===== src/hsos_pkg.sv =====
// ----------------------------------------------------------------------------
// hsos_pkg
// Shared types, constants and helpers of the slope and occupancy stencil.
// ----------------------------------------------------------------------------
package hsos_pkg;

  localparam int MAX_ROW_WIDTH = 1024;
  localparam int COL_W         = $clog2(MAX_ROW_WIDTH);
  localparam int RW_W          = 11;
  localparam int H_W           = 20;
  localparam int DIV_W         = 24;

  localparam logic [2:0] CFG_ROW_WIDTH   = 3'd0;
  localparam logic [2:0] CFG_SMOOTH_EN   = 3'd1;
  localparam logic [2:0] CFG_PROB_MODE   = 3'd2;
  localparam logic [2:0] CFG_SLOPE_THR   = 3'd3;
  localparam logic [2:0] CFG_RAMP_GAIN   = 3'd4;
  localparam logic [2:0] CFG_MIN_NEIGHB  = 3'd5;

  typedef struct packed {
    logic                  v;
    logic signed [H_W-1:0] h;
  } cell_t;

  typedef struct packed {
    cell_t row1;
    cell_t row0;
  } line_t;

  typedef struct packed {
    logic             start;
    logic [DIV_W-1:0] dividend;
    logic [3:0]       divisor;
  } div_req_t;

  typedef struct packed {
    logic             done;
    logic [DIV_W-1:0] quotient;
    logic [3:0]       remainder;
  } div_rsp_t;

  typedef enum logic [3:0] {
    ST_CLEAR, ST_IDLE, ST_LOAD, ST_SUM, ST_SDIV, ST_SHIFT2,
    ST_ACC, ST_GDIV, ST_MUL, ST_OUT
  } state_t;

  // A valid cell in window column c is usable unless it falls off the left or right row edge.
  function automatic logic usable(input logic [1:0] c, input logic [COL_W-1:0] cc,
                                  input logic [RW_W-1:0] w, input logic v);
    logic ok;
    ok = v;
    if (c == 2'd0 && cc == '0) ok = 1'b0;
    if (c == 2'd2 && ({1'b0, cc} + RW_W'(1)) >= w) ok = 1'b0;
    return ok;
  endfunction

endpackage


===== src/hsos_div.sv =====
// ----------------------------------------------------------------------------
// hsos_div
// Restoring divider, one quotient bit per cycle, small unsigned divisor.
// ----------------------------------------------------------------------------
module hsos_div (
  input  logic               clk,
  input  logic               rst_n,
  input  hsos_pkg::div_req_t req,
  output hsos_pkg::div_rsp_t rsp
);

  logic [hsos_pkg::DIV_W-1:0] dq_r, dq_nxt;
  logic [3:0]                 rem_r, rem_nxt;
  logic [3:0]                 dsr_r;
  logic [4:0]                 cnt_r, cnt_nxt;
  logic                       busy_r, busy_nxt;
  logic                       done_r, done_nxt;
  logic [4:0]                 trial;

  always_comb begin
    dq_nxt   = dq_r;
    rem_nxt  = rem_r;
    cnt_nxt  = cnt_r;
    busy_nxt = busy_r;
    done_nxt = 1'b0;
    trial    = {rem_r, dq_r[hsos_pkg::DIV_W-1]};
    if (req.start) begin
      dq_nxt   = req.dividend;
      rem_nxt  = '0;
      cnt_nxt  = 5'(hsos_pkg::DIV_W);
      busy_nxt = 1'b1;
    end else if (busy_r) begin
      if (trial >= {1'b0, dsr_r}) begin
        rem_nxt = 4'(trial - {1'b0, dsr_r});
        dq_nxt  = {dq_r[hsos_pkg::DIV_W-2:0], 1'b1};
      end else begin
        rem_nxt = trial[3:0];
        dq_nxt  = {dq_r[hsos_pkg::DIV_W-2:0], 1'b0};
      end
      cnt_nxt = cnt_r - 5'd1;
      if (cnt_r == 5'd1) begin
        busy_nxt = 1'b0;
        done_nxt = 1'b1;
      end
    end
  end

  always_ff @(posedge clk) begin
    if (!rst_n) begin
      busy_r <= 1'b0;
      done_r <= 1'b0;
      cnt_r  <= '0;
    end else begin
      busy_r <= busy_nxt;
      done_r <= done_nxt;
      cnt_r  <= cnt_nxt;
    end
    dq_r  <= dq_nxt;
    rem_r <= rem_nxt;
    if (req.start) dsr_r <= req.divisor;
  end

  assign rsp.done      = done_r;
  assign rsp.quotient  = dq_r;
  assign rsp.remainder = rem_r;

endmodule


===== config.mk =====
export PLATFORM = sky130hd
export DESIGN_NAME = hsos_div
export DESIGN_NICKNAME = d
export VERILOG_FILES = /design/src/hsos_pkg.sv /design/src/hsos_div.sv
export SDC_FILE = /design/constraint.sdc
export NUM_CORES = 1
export LEC_CHECK = 0
export BUFFER_PORTS_ARGS = -buffer_cell sky130_fd_sc_hd__buf_2
export CAP_MARGIN = 5
export CORE_MARGIN = 4
export CORE_UTILIZATION = 40
export DETAILED_ROUTE_END_ITERATION = 12
export PLACE_DENSITY = 0.76
export SYNTH_ARGS = -nofsm -noshare
export SYNTH_HDL_FRONTEND = slang
export SYNTH_SLANG_ARGS = --single-unit

===== constraint.sdc =====
create_clock -name clk -period 1.95 [get_ports clk]
set_clock_uncertainty 0.1 [all_clocks]
set_input_delay 0.39 -clock clk [delete_from_list [all_inputs] [get_ports clk]]
set_output_delay 0.39 -clock clk [all_outputs]
set_load 0.05 [all_outputs]

==> flow_metrics.py <==
metrics = {
    "timing": {
        "finalCritPeriodShare_pct": 99.00,
        "hold_viol": 0,
        "slew_headroom_pct": 78.14,
        "setup_viol": 0,
        "drv_slew": 0,
        "worstMarginPinSlew_ns": 0.3249,
        "rsz0062_at_grt": "true",
        "fmax_mhz": 518.0,
        "fin_crit_ns": 1.930,
    },
    "cells_and_area": {
        "final_core_util_pct": 53.24,
        "seq_area_sq_um": 1065,
        "nets": 236,
        "final_cell_mix": "buf_2, edfxtp_1, mux2_2",
        "nFillCells": 392,
        "multi_input_area_sq_um": 684.4,
        "drive_above_1_share_pct": 53.77,
        "layout_commonest_cell": "buf_2",
        "antennaDiodeCount": 0,
        "area_growth_syn_to_layout_pct": 29.21,
    },
    "status": {
        "status": "completed",
    },
    "clocking": {
        "clockBufferDepth": 2,
        "root_buffer": "clkbuf_8",
        "cts_tree": "yes",
        "clkTransAtPathRegs_ns": 0.07,
        "cts_sinks": 39,
        "cts_htree_levels": 2,
        "cts_buffers": 5,
        "holdBufCountCts": 0,
        "clock_latency_ns": 0.28,
    },
    "placement": {
        "hpwlAfterDp_um": 2555,
        "gp_congestion": 0.8283,
        "numPortBuffers": 59,
    },
    "floorplanning": {
        "die_h_um": 74.74,
        "core-area_sq_um": 4324,
        "start_util_pct": 41.20,
        "die-area_sq_um": 5586,
        "ioPinCount": 60,
        "row_count": 24,
        "die_x_um": 74.74,
    },
    "min_path": {
        "hold_end": "dsr_r[2]",
        "min_from": "req[2]",
        "holdPathStages": 1,
        "holdCritPathClass": "in2reg",
    },
    "synthesis": {
        "synth_area_leaders": "edfxtp_1, mux2_2, dfxtp_1",
        "ys_seq_area_share_pct": 59.55,
        "yosysUniqueCellTypes": 31,
        "yosysTopAreaCellShare_pct": 47.19,
        "yosys_register_bits": 39,
        "synth_top_area_cell": "edfxtp_1",
        "syn_avg_cell_area_sq_um": 13.60,
        "syn_inst": 131,
        "synth_area_sq_um": 1782,
        "syn_nets": 169,
        "yosysWarnings": 0,
    },
    "global_route": {
        "grt_first_pass_wirelength_um": 6009,
        "grt_max_degree": 27,
        "grt_overflow": 0,
        "grt_pass1_vias": 1287,
        "track_usage_pct": 14.35,
        "antenna_found_initial": 0,
    },
    "critical_path": {
        "critPathTopFamily": "flip-flops",
        "cpMaxStageDelayCell": "edfxtp_1",
        "worstSetupPathType": "reg2reg",
        "worstRegToRegCells": 6,
        "slowest_delay_ns": 0.41,
        "crit_required_ns": 1.89,
        "path_buf_inv": 1,
        "worst-path-max-fanout": 4,
        "reg2reg_to": "dq_r[0]",
        "worstPathCellList": "inv_2, ha_4, nor2b_4, o221a_4, or2_4, mux2_4",
        "reg2reg_slack_ns": 0.02,
        "arrival_ns": 1.87,
        "crit_cells": 6,
        "start_kind": "register",
        "r2r_start": "dsr_r[1]",
        "worstSetupEndpointType": "register",
    },
    "routing": {
        "ant_nets": 0,
        "vias": 1239,
        "drc": 0,
        "drt_iter0_markers": 129,
        "via_per_inst": 4.936,
        "dr.pass1.iters": 4,
        "wirelength_um": 3661,
        "routedWlPerCell_um": 14.59,
    },
    "pwr": {
        "p_leak_nw": 0.9907,
        "peakVddDrop_uv": 571.6,
        "power.total_mw": 2.191,
        "power.density_nw_per_um2": 951.7,
    },
    "run": {
        "max_cap_violations": 0,
    },
}
-- stage by stage --
step / hold slack (ns) / instance area, sq um / setup WS [ns] / setup TNS (ns) / instances
after floorplan: 0.3681 / 1793 / -0.07396 / -0.07396 / 131
after global placement: 0.3778 / 2190 / 0.06948 / 0 / 242
after detailed placement: 0.3934 / 2190 / 0.03167 / 0 / 242
after CTS: 0.1633 / 2271 / 0.005037 / 0 / 250
after global routing: 0.1557 / 2302 / -0.02647 / -0.02647 / 251
final: 0.1772 / 2302 / 0.01956 / 0 / 251
-- area by class of cell --
type,instances,share of cell area (%)
sequential,39,46.25
clock inverter,1,0.2174
tap,52,2.826
clock buffer,7,3.315
timing repair buffer,65,15.87
inverter,11,1.793
multi-input combinational,76,29.73
-- per-layer routing --
metal / up-vias / GRT usage (%) / wire [um]
met5: - / 0 / 0
met4: 0 / 4.743 / 48
met3: 6 / 5.474 / 222
met2: 39 / 21.37 / 1735
met1: 580 / 19.34 / 1654
li1: 614 / - / -
-- registers in the layout, indices dropped and copies added, names as in the netlist --
signal,cells
rem_r,4
cnt_r,5
busy_r,1
dq_r,24
dsr_r,4
done_r,1
-- synth_stat cells --
cell type	instances
a211oi_1	1
a21boi_0	2
a21o_1	1
a21oi_1	1
a311o_1	1
a311oi_1	1
buf_2	3
buf_4	1
clkbuf_1	1
dfxtp_1	11
edfxtp_1	28
fa_1	1
ha_1	6
inv_1	11
mux2_2	24
nand2_1	6
nand3_1	1
nand4_1	1
nor2_1	5
nor2b_1	3
nor3_1	5
nor4_1	2
o21ai_0	3
o221a_4	1
o22ai_1	2
o311ai_1	1
or2_1	1
or2_4	1
or4b_2	1
xnor2_1	3
xor2_1	2
-- power breakdown --
group,switching [mW],total (mW),internal [mW]
clock,0.274,0.525,0.251
combinational,0.402,0.622,0.220
sequential,0.0529,1.04,0.991
-- worst max-delay path by stage --
stage	slack (ns)	startpoint	endpoint
after detailed placement	0.03	rem_r[1]	dq_r[0]
final	0.02	dsr_r[1]	dq_r[0]
after global routing	-0.03	dsr_r[1]	dq_r[0]
after CTS	0.005	rem_r[1]	dq_r[0]
after global placement	0.07	dsr_r[1]	dq_r[0]
after floorplan	-0.07	dq_r[23]	dq_r[0]
-- logic make-up (layout without fill, tap and decap cells) --
family | Yosys count | in the layout | share of synthesized area, %
adders and majority gates | 7 | 7 | 5.337
muxes | 24 | 24 | 15.17
AOI/OAI and AO/OA | 14 | 14 | 6.179
DFF | 39 | 39 | 59.55
xor gates and xnor gates | 5 | 5 | 2.458
and+or+nand+nor | 26 | 26 | 7.514
buffers and inverters | 16 | 84 | 3.792
-- repair_timing --
action / in CTS / in global routing
resized for setup: 0 / 5
setup endpoints to repair: 0 / 1
buffers inserted: 0 / 1
endpoints found under the hold margin: 0 / 0
No activity file was read; power rests on OpenSTA's default activity.
